[src/rtl/mbr_pkg.sv]
// Shared types, constants and the CRC-16 byte update for the Modbus RTU master.
// No dependencies; every other file in rtl/ imports this package.
`default_nettype none
package mbr_pkg;

   // Command codes carried on the request tuser
   localparam logic [2:0] CMD_START_WRITE = 3'd0;
   localparam logic [2:0] CMD_START_READ  = 3'd1;
   localparam logic [2:0] CMD_RX_BYTE     = 3'd2;
   localparam logic [2:0] CMD_FRAME_END   = 3'd3;
   localparam logic [2:0] CMD_TICK        = 3'd4;

   // Completion status codes
   localparam logic [1:0] STATUS_OK       = 2'd0;
   localparam logic [1:0] STATUS_TIMEOUT  = 2'd1;
   localparam logic [1:0] STATUS_LEN_CRC  = 2'd2;
   localparam logic [1:0] STATUS_MISMATCH = 2'd3;

   // Result kinds
   localparam logic KIND_TX_BYTE   = 1'b0;
   localparam logic KIND_COMPLETE  = 1'b1;

   localparam int unsigned RX_MAX_BYTES_DEF = 64;
   localparam logic [15:0] TIMEOUT_RESET    = 16'd1000;
   localparam logic [15:0] TICK_MAX         = 16'hFFFF;

   localparam logic [15:0] CRC_INIT = 16'hFFFF;
   localparam logic [15:0] CRC_POLY = 16'hA001;

   localparam logic [7:0] FUNC_WRITE  = 8'h10;
   localparam logic [7:0] FUNC_READ   = 8'h03;
   localparam logic [7:0] REG_COUNT   = 8'h04;
   localparam logic [7:0] BYTE_COUNT  = 8'h08;

   // Request frame lengths, CRC included
   localparam logic [4:0] TX_LEN_WRITE = 5'd17;
   localparam logic [4:0] TX_LEN_READ  = 5'd8;

   // Expected response lengths and receive buffer depth
   localparam int unsigned RSP_LEN_WRITE = 8;
   localparam int unsigned RSP_LEN_READ  = 13;
   localparam int unsigned BUF_DEPTH     = 13;

   localparam int unsigned LEN_W = 7;

   typedef struct packed {
      logic       valid;
      logic [7:0] data;
      logic       last;
   } tx_out_type;

   typedef struct packed {
      logic             valid;
      logic [1:0]       status;
      logic [63:0]      value;
      logic [LEN_W-1:0] length;
   } cpl_type;

   // One byte of CRC-16/MODBUS, reflected polynomial
   function automatic logic [15:0] crc_feed(input logic [15:0] crc, input logic [7:0] b);
      logic [15:0] c;
      c = crc ^ {8'h00, b};
      for (int i = 0; i < 8; i++) begin
         c = c[0] ? ((c >> 1) ^ CRC_POLY) : (c >> 1);
      end
      return c;
   endfunction

endpackage
`default_nettype wire

[src/rtl/mbr_tx.sv]
// Request frame emitter: one byte per cycle while out_ready is high, with a running CRC.
// Depends on mbr_pkg.
`default_nettype none
module mbr_tx import mbr_pkg::*; (
   input  wire logic        clock,
   input  wire logic        reset,
   input  wire logic        start,
   input  wire logic        start_write,
   input  wire logic [7:0]  dev_id,
   input  wire logic [15:0] first_reg,
   input  wire logic [63:0] write_value,
   input  wire logic        out_ready,
   output logic             busy,
   output tx_out_type       tx_out
);

   logic        busy_ff, busy_in;
   logic [4:0]  idx_ff, idx_in;
   logic [15:0] crc_ff, crc_in;
   logic        write_ff, write_in;
   logic [7:0]  slave_ff, slave_in;
   logic [15:0] reg_ff, reg_in;
   logic [63:0] value_ff, value_in;

   logic [4:0]  len;
   logic        emit;
   logic        is_last;
   logic        is_crc;
   logic [7:0]  byte_out;

   assign len     = write_ff ? TX_LEN_WRITE : TX_LEN_READ;
   assign emit    = busy_ff && out_ready;
   assign is_last = (idx_ff == len - 5'd1);
   assign is_crc  = (idx_ff == len - 5'd2) || is_last;

   always_comb begin
      priority if (idx_ff == len - 5'd2) begin
         byte_out = crc_ff[7:0];
      end else if (is_last) begin
         byte_out = crc_ff[15:8];
      end else begin
         unique case (idx_ff)
            5'd0:    byte_out = slave_ff;
            5'd1:    byte_out = write_ff ? FUNC_WRITE : FUNC_READ;
            5'd2:    byte_out = reg_ff[15:8];
            5'd3:    byte_out = reg_ff[7:0];
            5'd4:    byte_out = 8'h00;
            5'd5:    byte_out = REG_COUNT;
            5'd6:    byte_out = BYTE_COUNT;
            5'd7:    byte_out = value_ff[15:8];
            5'd8:    byte_out = value_ff[7:0];
            5'd9:    byte_out = value_ff[31:24];
            5'd10:   byte_out = value_ff[23:16];
            5'd11:   byte_out = value_ff[47:40];
            5'd12:   byte_out = value_ff[39:32];
            5'd13:   byte_out = value_ff[63:56];
            5'd14:   byte_out = value_ff[55:48];
            default: byte_out = 8'h00;
         endcase
      end
   end

   always_comb begin
      busy_in  = busy_ff;
      idx_in   = idx_ff;
      crc_in   = crc_ff;
      write_in = write_ff;
      slave_in = slave_ff;
      reg_in   = reg_ff;
      value_in = value_ff;
      if (start) begin
         busy_in  = 1'b1;
         idx_in   = 5'd0;
         crc_in   = CRC_INIT;
         write_in = start_write;
         slave_in = dev_id;
         reg_in   = first_reg;
         value_in = write_value;
      end else if (emit) begin
         idx_in = idx_ff + 5'd1;
         if (!is_crc) begin
            crc_in = crc_feed(crc_ff, byte_out);
         end
         if (is_last) begin
            busy_in = 1'b0;
         end
      end
   end

   always_ff @(posedge clock) begin
      if (reset) begin
         busy_ff <= 1'b0;
      end else begin
         busy_ff <= busy_in;
      end
      idx_ff   <= idx_in;
      crc_ff   <= crc_in;
      write_ff <= write_in;
      slave_ff <= slave_in;
      reg_ff   <= reg_in;
      value_ff <= value_in;
   end

   assign busy         = busy_ff;
   assign tx_out.valid = emit;
   assign tx_out.data  = byte_out;
   assign tx_out.last  = is_last;

endmodule
`default_nettype wire

[src/rtl/mbr_rx.sv]
// Response tracker: phase, receive buffer, running CRC, timeout and frame judging.
// Depends on mbr_pkg.
`default_nettype none
module mbr_rx import mbr_pkg::*; #(
   parameter int unsigned RX_MAX_BYTES = RX_MAX_BYTES_DEF
) (
   input  wire logic        clock,
   input  wire logic        reset,
   input  wire logic        accept,
   input  wire logic [2:0]  cmd,
   input  wire logic [7:0]  dev_id,
   input  wire logic [15:0] first_reg,
   input  wire logic [7:0]  rx_byte,
   input  wire logic [15:0] timeout_ticks,
   output cpl_type          cpl
);

   localparam int unsigned CNT_W = $clog2(RX_MAX_BYTES + 1);

   typedef enum logic [1:0] {
      PH_IDLE       = 2'd0,
      PH_WAIT_WRITE = 2'd1,
      PH_WAIT_READ  = 2'd2
   } phase_type;

   phase_type        phase_ff, phase_in;
   logic [7:0]       slave_ff, slave_in;
   logic [15:0]      reg_ff, reg_in;
   logic [15:0]      wait_ff, wait_in;
   logic [CNT_W-1:0] count_ff, count_in;
   logic [15:0]      crc_ff, crc_in;
   logic [7:0]       buf_ff [BUF_DEPTH];

   logic        waiting, is_write, is_start, store_byte;
   logic [15:0] tick_next;
   logic        timed_out, len_bad, field_bad;
   logic [63:0] read_value;

   assign waiting    = (phase_ff != PH_IDLE);
   assign is_write   = (phase_ff == PH_WAIT_WRITE);
   assign is_start   = (cmd == CMD_START_WRITE) || (cmd == CMD_START_READ);
   assign store_byte = accept && waiting && (cmd == CMD_RX_BYTE) &&
                       (count_ff < CNT_W'(RX_MAX_BYTES));
   assign tick_next  = (wait_ff != TICK_MAX) ? wait_ff + 16'd1 : wait_ff;
   assign timed_out  = (tick_next >= timeout_ticks);

   // Judge the response as it stands
   assign len_bad = (count_ff != (is_write ? CNT_W'(RSP_LEN_WRITE) : CNT_W'(RSP_LEN_READ))) ||
                    (crc_ff != 16'h0000);

   always_comb begin
      if (is_write) begin
         field_bad = (buf_ff[0] != slave_ff) || (buf_ff[1] != FUNC_WRITE) ||
                     ({buf_ff[2], buf_ff[3]} != reg_ff) ||
                     ({buf_ff[4], buf_ff[5]} != {8'h00, REG_COUNT});
      end else begin
         field_bad = (buf_ff[0] != slave_ff) || (buf_ff[1] != FUNC_READ) ||
                     (buf_ff[2] != BYTE_COUNT);
      end
   end

   assign read_value = {buf_ff[9], buf_ff[10], buf_ff[7], buf_ff[8],
                        buf_ff[5], buf_ff[6], buf_ff[3], buf_ff[4]};

   always_comb begin
      cpl.valid  = 1'b0;
      cpl.status = STATUS_OK;
      cpl.value  = 64'd0;
      cpl.length = LEN_W'(count_ff);
      if (accept && waiting) begin
         if (cmd == CMD_FRAME_END) begin
            cpl.valid = 1'b1;
            priority if (len_bad) begin
               cpl.status = STATUS_LEN_CRC;
            end else if (field_bad) begin
               cpl.status = STATUS_MISMATCH;
            end else begin
               cpl.status = STATUS_OK;
               cpl.value  = is_write ? 64'd0 : read_value;
            end
         end else if (cmd == CMD_TICK && timed_out) begin
            cpl.valid  = 1'b1;
            cpl.status = STATUS_TIMEOUT;
         end
      end
   end

   always_comb begin
      phase_in = phase_ff;
      slave_in = slave_ff;
      reg_in   = reg_ff;
      wait_in  = wait_ff;
      count_in = count_ff;
      crc_in   = crc_ff;
      if (accept) begin
         if (is_start) begin
            phase_in = (cmd == CMD_START_WRITE) ? PH_WAIT_WRITE : PH_WAIT_READ;
            slave_in = dev_id;
            reg_in   = first_reg;
            wait_in  = 16'd0;
            count_in = '0;
            crc_in   = CRC_INIT;
         end else if (waiting) begin
            if (store_byte) begin
               crc_in   = crc_feed(crc_ff, rx_byte);
               count_in = count_ff + CNT_W'(1);
            end
            if (cmd == CMD_FRAME_END) begin
               phase_in = PH_IDLE;
            end
            if (cmd == CMD_TICK) begin
               wait_in = tick_next;
               if (timed_out) begin
                  phase_in = PH_IDLE;
               end
            end
         end
      end
   end

   always_ff @(posedge clock) begin
      if (reset) begin
         phase_ff <= PH_IDLE;
         slave_ff <= 8'h00;
         reg_ff   <= 16'h0000;
         wait_ff  <= 16'h0000;
         count_ff <= '0;
         crc_ff   <= CRC_INIT;
      end else begin
         phase_ff <= phase_in;
         slave_ff <= slave_in;
         reg_ff   <= reg_in;
         wait_ff  <= wait_in;
         count_ff <= count_in;
         crc_ff   <= crc_in;
      end
   end

   // Buffer only the first bytes of the response
   always_ff @(posedge clock) begin
      for (int e = 0; e < BUF_DEPTH; e++) begin
         if (store_byte && (count_ff == CNT_W'(e))) begin
            buf_ff[e] <= rx_byte;
         end
      end
   end

endmodule
`default_nettype wire

[src/rtl/modbus_rtu_master_u64_transaction.sv]
// Modbus RTU master for one 64-bit value in four holding registers.
// Latency: a non-start item gives its completion (if any) on rsp the cycle after acceptance.
// A start item is accepted in a single handshake; its 17 (write) or 8 (read) bytes then leave the
// byte emitter one per cycle while the output register is free; req_tready stays low until the
// last byte is loaded. Other items are taken every cycle while the output register drains.
// Synchronous reset returns to idle with timeout_ticks 1000; the receive buffer is not cleared.
`default_nettype none
module modbus_rtu_master_u64_transaction import mbr_pkg::*; #(
   parameter int unsigned RX_MAX_BYTES = RX_MAX_BYTES_DEF
) (
   input  wire logic        clock,
   input  wire logic        reset,
   // Request items
   input  wire logic        req_tvalid,
   output logic             req_tready,
   input  wire logic [95:0] req_tdata,  // dev_id, first_reg, write_value, rx_byte
   input  wire logic [2:0]  req_tuser,  // cmd
   // Result items
   output logic             rsp_tvalid,
   input  wire logic        rsp_tready,
   output logic [87:0]      rsp_tdata,  // tx_byte, status, read_value, response_length, pad
   output logic             rsp_tuser,  // kind
   output logic             rsp_tlast,  // last
   // Timeout register
   input  wire logic        csr_valid,
   output logic             csr_ready,
   input  wire logic [15:0] csr_data
);

   logic [15:0] timeout_ff, timeout_in;

   logic             out_ready;
   logic             accept;
   logic             start;
   logic             tx_busy;
   tx_out_type       tx_out;
   cpl_type          cpl;

   logic             rsp_valid_ff, rsp_valid_in;
   logic             kind_ff, kind_in;
   logic [7:0]       byte_ff, byte_in;
   logic             last_ff, last_in;
   logic [1:0]       status_ff, status_in;
   logic [63:0]      value_ff, value_in;
   logic [LEN_W-1:0] length_ff, length_in;

   // The output register frees up when empty or being taken
   assign out_ready  = !rsp_valid_ff || rsp_tready;
   assign req_tready = out_ready && !tx_busy;
   assign accept     = req_tvalid && req_tready;
   assign start      = accept &&
                       ((req_tuser == CMD_START_WRITE) || (req_tuser == CMD_START_READ));

   assign csr_ready  = 1'b1;
   assign timeout_in = (csr_valid && csr_ready) ? csr_data : timeout_ff;

   mbr_tx u_tx (
      .clock       (clock),
      .reset       (reset),
      .start       (start),
      .start_write (req_tuser == CMD_START_WRITE),
      .dev_id      (req_tdata[7:0]),
      .first_reg   (req_tdata[23:8]),
      .write_value (req_tdata[87:24]),
      .out_ready   (out_ready),
      .busy        (tx_busy),
      .tx_out      (tx_out)
   );

   mbr_rx #(
      .RX_MAX_BYTES (RX_MAX_BYTES)
   ) u_rx (
      .clock         (clock),
      .reset         (reset),
      .accept        (accept),
      .cmd           (req_tuser),
      .dev_id        (req_tdata[7:0]),
      .first_reg     (req_tdata[23:8]),
      .rx_byte       (req_tdata[95:88]),
      .timeout_ticks (timeout_ff),
      .cpl           (cpl)
   );

   // Emitted bytes and completions never fall in the same cycle: items are
   // only taken while the emitter is quiet.
   always_comb begin
      rsp_valid_in = rsp_valid_ff;
      kind_in      = kind_ff;
      byte_in      = byte_ff;
      last_in      = last_ff;
      status_in    = status_ff;
      value_in     = value_ff;
      length_in    = length_ff;
      if (out_ready) begin
         rsp_valid_in = tx_out.valid || cpl.valid;
         if (tx_out.valid) begin
            kind_in   = KIND_TX_BYTE;
            byte_in   = tx_out.data;
            last_in   = tx_out.last;
            status_in = STATUS_OK;
            value_in  = 64'd0;
            length_in = '0;
         end else begin
            kind_in   = KIND_COMPLETE;
            byte_in   = 8'h00;
            last_in   = 1'b0;
            status_in = cpl.status;
            value_in  = cpl.value;
            length_in = cpl.length;
         end
      end
   end

   always_ff @(posedge clock) begin
      if (reset) begin
         rsp_valid_ff <= 1'b0;
         timeout_ff   <= TIMEOUT_RESET;
      end else begin
         rsp_valid_ff <= rsp_valid_in;
         timeout_ff   <= timeout_in;
      end
      kind_ff   <= kind_in;
      byte_ff   <= byte_in;
      last_ff   <= last_in;
      status_ff <= status_in;
      value_ff  <= value_in;
      length_ff <= length_in;
   end

   assign rsp_tvalid = rsp_valid_ff;
   assign rsp_tuser  = kind_ff;
   assign rsp_tlast  = last_ff;
   assign rsp_tdata  = {7'd0, length_ff, value_ff, status_ff, byte_ff};

endmodule
`default_nettype wire

[config.mk]
export PLATFORM = sky130hd
export DESIGN_NAME = modbus_rtu_master_u64_transaction
export DESIGN_NICKNAME = d
export VERILOG_FILES = /design/src/rtl/mbr_pkg.sv /design/src/rtl/mbr_tx.sv /design/src/rtl/mbr_rx.sv /design/src/rtl/modbus_rtu_master_u64_transaction.sv
export SDC_FILE = /design/constraint.sdc
export NUM_CORES = 1
export LEC_CHECK = 0
export BUFFER_PORTS_ARGS = -buffer_cell sky130_fd_sc_hd__buf_2
export CAP_MARGIN = 25
export CORE_MARGIN = 5
export CORE_UTILIZATION = 59
export CTS_BUF_LIST = sky130_fd_sc_hd__clkbuf_2 sky130_fd_sc_hd__clkbuf_4 sky130_fd_sc_hd__clkbuf_8
export DETAILED_ROUTE_END_ITERATION = 8
export HOLD_SLACK_MARGIN = 0.12
export PLACE_DENSITY = 0.87
export SLEW_MARGIN = 5
export SYNTH_ARGS = -nofsm -noshare
export SYNTH_HDL_FRONTEND = slang
export SYNTH_HIERARCHICAL = 1
export SYNTH_SLANG_ARGS = --single-unit
[constraint.sdc]
create_clock -name clock -period 14.4 [get_ports clock]
set_clock_uncertainty 0.2 [all_clocks]
set_input_delay 2.88 -clock clock [delete_from_list [all_inputs] [get_ports clock]]
set_output_delay 2.88 -clock clock [all_outputs]
set_load 0.1 [all_outputs]
### Word level (Yosys, flattened, before mapping)

Memories as Yosys holds them, arrays and structs flattened.
Index checks and enable logic that the tools add are counted.

| cells by class | value |
|---|---|
| reduce and logical (&&, ||, !) cells | 63 |
| add/subtract/negate cells | 5 |
| bitwise operators | 21 |
| magnitude comparators | 2 |
| muxes and demuxes | 114 |
| equal/unequal tests | 40 |

Operators with widths:

| kind | count |
|---|---|
| 16-bit two-way mux | 23 |
| 64-bit two-way mux | 4 |
| 8-bit two-way mux | 14 |
| 8-bit one-hot mux with 14 select lines | 1 |
| 8-bit OR reduction | 12 |
| 67-bit two-way mux | 1 |
| 4-bit two-way mux | 12 |
| 2-bit inverter with 3-bit output | 16 |
| 1-bit two-way mux | 43 |
| 5-bit by 4-bit == test with 1-bit output, second input constant | 7 |
| 7-bit by 4-bit == test with 1-bit output, second input constant | 5 |
| 16-bit by 8-bit XOR with 16-bit output | 2 |
| 7-bit by 3-bit == test with 1-bit output, second input constant | 4 |
| 1-bit logical AND | 21 |
| 7-bit two-way mux | 3 |
| 16-bit by 1-bit adder with 16-bit output, second input constant | 1 |
| 16-bit >= comparator | 1 |
| 2-bit two-way mux | 8 |
| 16-bit inequality test | 1 |
| 16-bit inequality test, second input constant | 1 |
| 16-bit by 3-bit inequality test with 1-bit output, second input constant | 1 |
| 16-bit nonzero test | 1 |
| 5-bit by 3-bit == test with 1-bit output, second input constant | 3 |
| 7-bit by 2-bit == test with 1-bit output, second input constant | 2 |
| other kinds (31) | 58 |

| word-level totals | value |
|---|---|
| memories kept | 1 |
| bits in writable memories | 104 |
| word-level logic and storage cells | 267 |
| output and inout port bits | 93 |
| bits of input ports | 120 |
| register bits after elaboration | 276 |

Memory list:

| memory | words | width | read ports | clocked after memory_dff | write ports | line | RTL |
|---|---|---|---|---|---|---|---|
| u_rx.buf_ff | 13 | 8 | 11 | 0 | 1 | mbr_rx.sv:32 | `logic [7:0] buf_ff [BUF_DEPTH];` |

### Longest topological paths before layout

| depth | value |
|---|---|
| depth after elaboration | 23 |
| depth in mapped cells | 17 |
| depth with buffers taken out | 17 |

### Cells and area by module

The synthesis kept the hierarchy.

Modules (own cells, without submodules):

| module | times used | sequential area each (um^2) | cells each | area each (um^2) |
|---|---|---|---|---|
| mbr_rx | 1 | 3943.8 | 692 | 7231.9 |
| mbr_tx | 1 | 3113.0 | 383 | 5061.1 |
| modbus_rtu_master_u64_transaction | 1 | 2832.7 | 247 | 3784.9 |

### Worst setup path before layout

Ideal clock, no wire load.

| timing | value |
|---|---|
| kind | input -> register |
| start point | input port req_tuser[1] |
| end point | register u_tx.crc_ff[14] |
| setup slack | 1.426 ns |
| library setup time | 0.103 ns |
| data required time | 14.097 ns |
| path buffers | 0 |
| stages | 3 |
| arrival time | 12.671 ns |
| cell sequence | nor4_1 > nor2_1 > a21oi_1 |

| on the way | value |
|---|---|
| longest elaborated chain between the ends | 3 |
| elaborated cells between the ends (all ways) | 4 |
| classes of those cells | eq/ne: 1; reduce/logical: 3 |

RTL lines:

| item | line | RTL |
|---|---|---|
| from (decl) | modbus_rtu_master_u64_transaction.sv:17 | `input wire logic [2:0] req_tuser,` |
| 3-bit by 1-bit == test with 1-bit output / 3-bit zero test (equally long branches) | modbus_rtu_master_u64_transaction.sv:52 | `((req_tuser == CMD_START_WRITE) \|\| (req_tuser == CMD_START_READ));` |
| 1-bit logical OR * | modbus_rtu_master_u64_transaction.sv:52 |  |
| 1-bit logical AND * | modbus_rtu_master_u64_transaction.sv:51 | `assign start = accept &&` |
| to (signal assigned) | mbr_tx.sv:97 | `crc_ff <= crc_in;` |
| to (decl) | mbr_tx.sv:19 | `logic [15:0] crc_ff, crc_in;` |

Mark *: on every way between the ends. The rest lies on a longest branch, timed or not.
A chain may end at the register's enable or synchronous reset.

### Final worst setup path

| timing | value |
|---|---|
| start point | input port rsp_tready |
| end point | output port req_tready |

| on the way | value |
|---|---|
| longest elaborated chain between the ends | 2 |

RTL lines:

| item | line | RTL |
|---|---|---|
| from (decl) | modbus_rtu_master_u64_transaction.sv:20 | `input wire logic rsp_tready,` |
| 1-bit logical OR | modbus_rtu_master_u64_transaction.sv:48 | `assign out_ready = !rsp_valid_ff \|\| rsp_tready;` |
| 1-bit logical AND | modbus_rtu_master_u64_transaction.sv:49 | `assign req_tready = out_ready && !tx_busy;` |
| to (decl) | modbus_rtu_master_u64_transaction.sv:15 | `output logic req_tready,` |

No other way between the ends.

==> metrics.txt <==
status completed; std cell rows 60; worst slew pin tran 1.01 ns; Buf+Inv Stages, Crit Path 2; overall power between 2 and 3 mW; synthesized flop and latch total 364; Fill cells 1818; post-place setup slack between 7 and 8 ns; number of port buffers roughly 200; Leak 7.49 nW; first-pass GRT wire length 58200 µm; root buf cell clkbuf_8; max-cap violation count 0; Worst-path clk slew ~0.060 ns; worst hold margin 0.277 ns; detailed-router iteration count before antenna repair 6; DRC Markers 0; synthesis-to-layout area growth 15.3%; Avg Inst Size Synth ~12 µm²; # clock sinks 364; Yosys Warn Count 6; Cells after Synth 1322; RSZ-0062 raised after global routing false; post-CTS setup buffer count 0; fin crit share 46.6%; worst-path cell chain buf_2 > nor2b_1 > nor2_1 > buf_2; Die ar. 30700 µm²; post-layout util between 60 and 70%; Yosys cell types 81; crit path capture type output port; reg2reg path depth 11; Post-CTS Resized 0; Slew Limit Fails 0; TritonCTS clock tree done; vias approximately 11000; slowest cell delay on critical path 0.30 ns; R2R Setup Slk 10.08 ns; Crit-path slowest cell buf_2; VDD IR max 0.0807 mV; GRT Overall Usage 23.7%; routability cong. 0.878; initial core utilization 59.8%; FMAX 149 MHz; Worst Path Max Fanout 4; Final min period 6.71 ns; sequential-to-total area share from yosys stat 61.5%; detailed router's first-iteration violation count about 1100; most used cell, CP buf_2; final non-filler cell total around 1900; DR vias/cell 5.79; grt ovf 0; CP Launch Type input port; Slew headroom approximately a third; family with the most delay on the worst path buffers and inverters; largest net degree at the start of global routing 84; die height 175 µm; Worst Path Arrival 3.63 ns; Async S/R FF share, synth 0%; WS Path Type in -> out; number of global-route vias before repair about 11000; pwr dens 147 nW/µm²; post-DR wirelength/cell 19.3 µm; final instance area 18500 µm²; Top FF cell, synth edfxtp_1; layout cells sized above 1 ~23%; post-route setup TNS 0 ns; final worst slack 7.69 ns; Final Hold Vio Count 0; ANT nets after route 0; core area 26900 µm²; hold buffer count at cts 0; Cell Area, Synth 16100 µm²; final setup fails 0; routed wire length about 37000 µm; total CTS buffers 56; Post-synth EDFFs 260; clk buf depth 3; Hold Crit Depth 2; Die W approximately 180 µm; Final #Nets 1673; DP HPWL about 25000 µm; IO Count 213; Worst Hold Class reg -> reg; required time of the critical path 11.32 ns; initial antenna violation count 5; htree depth 2; DP Area approximately 17000 µm²; critical path depth 4; # placed instances 1807; worst skew pair latency 0.58 ns
==> cell families after synthesis <==
| logic type | share of synthesized area (%) |
|---|---|
| flops | 61.5 |
| other cells | 0.0467 |
| fa+ha+maj | 1.95 |
| xor+xnor | 4.88 |
| mux | 2.85 |
| simple gates | 17.4 |
| compound gates | 7.81 |
| buf+inv | 3.56 |
==> registers in the layout (all words and copies together) (netlist names), 16 cells and up <==
register	flops
timeout_ff	16
u_rx/buf_ff	88
u_tx/value_ff	64
value_ff	64
u_rx/reg_ff	16
u_rx/wait_ff	16
u_rx/crc_ff	16
u_tx/crc_ff	16
u_tx/reg_ff	16
==> worst min-delay path: cells and delay by family (launching register included) <==
kind / cells / cell delay [ns]
and+or+nand+nor: 1 / 0.06
AOI/OAI and AO/OA: 1 / 0.06
DFF: 1 / 0.32
==> path summary, 6_finish.rpt <==
kind,start,endpoint
min,u_rx/slave_ff[0],u_rx/slave_ff[0]
min reg2reg,u_rx/slave_ff[0],u_rx/slave_ff[0]
max,rsp_tready,req_tready
max reg2reg,u_tx/idx_ff[2],u_tx/crc_ff[0]
==> final cells by class <==
type / instances / area, µm² / area share [%]
sequential: 364 / 9890 / 53.3
multi-input combinational: 860 / 5640 / 30.4
timing repair buffer: 217 / 1170 / 6.32
clock buffer: 90 / 1110 / 5.97
tap: 341 / 427 / 2.30
clock inverter: 16 / 179 / 0.965
inverter: 29 / 110 / 0.594
antenna: 4 / 10.0 / 0.0540
==> power by group <==
| group | total [mW] | switching [mW] | internal (mW) |
|---|---|---|---|
| Clock | 0.948 | 0.388 | 0.560 |
| Combinational | 0.581 | 0.338 | 0.242 |
| Sequential | 1.20 | 0.0348 | 1.17 |
==> routing by layer <==
layer | routed length [µm] | vias up | share of wire, % | track usage [%]
li1 | - | 5143 | - | -
met1 | 14100 | 5319 | 38 | 29.5
met2 | 18600 | 553 | 50 | 40.8
met3 | 3060 | 101 | 8.3 | 5.19
met4 | 1230 | 2 | 3.3 | 8.51
met5 | 12 | - | 0.032 | 0
==> cell usage after synthesis, drive strengths merged, types with 25 or more instances <==
cell type	number	share of area (%)
o21ai	30	0.93
nor3	27	0.84
and2	87	3.4
xor2	32	1.8
nand2	113	2.7
dfxtp	104	13
nand4	25	1.1
nor2	81	1.9
buf	46	2.2
nor2b	91	3.5
clkbuf	29	0.68
ha	25	1.9
inv	28	0.65
edfxtp	260	49
a21oi	67	2.1
xnor2	45	2.5
==> layout by cell type, fill, tap and decap left out, types with 19 or more instances in the layout <==
cell,instances
edfxtp_1,260
buf_2,204
nand2_1,112
dfxtp_1,104
nor2b_1,91
and2_1,87
nor2_1,81
clkbuf_8,69
a21oi_1,67
xnor2_1,45
xor2_1,30
nor3_1,27
inv_1,25
ha_1,25
mux2i_1,24
nand4_1,23
clkbuf_4,21
nand3_1,20
o21ai_1,19
No activity file was read; power rests on OpenSTA's default activity.
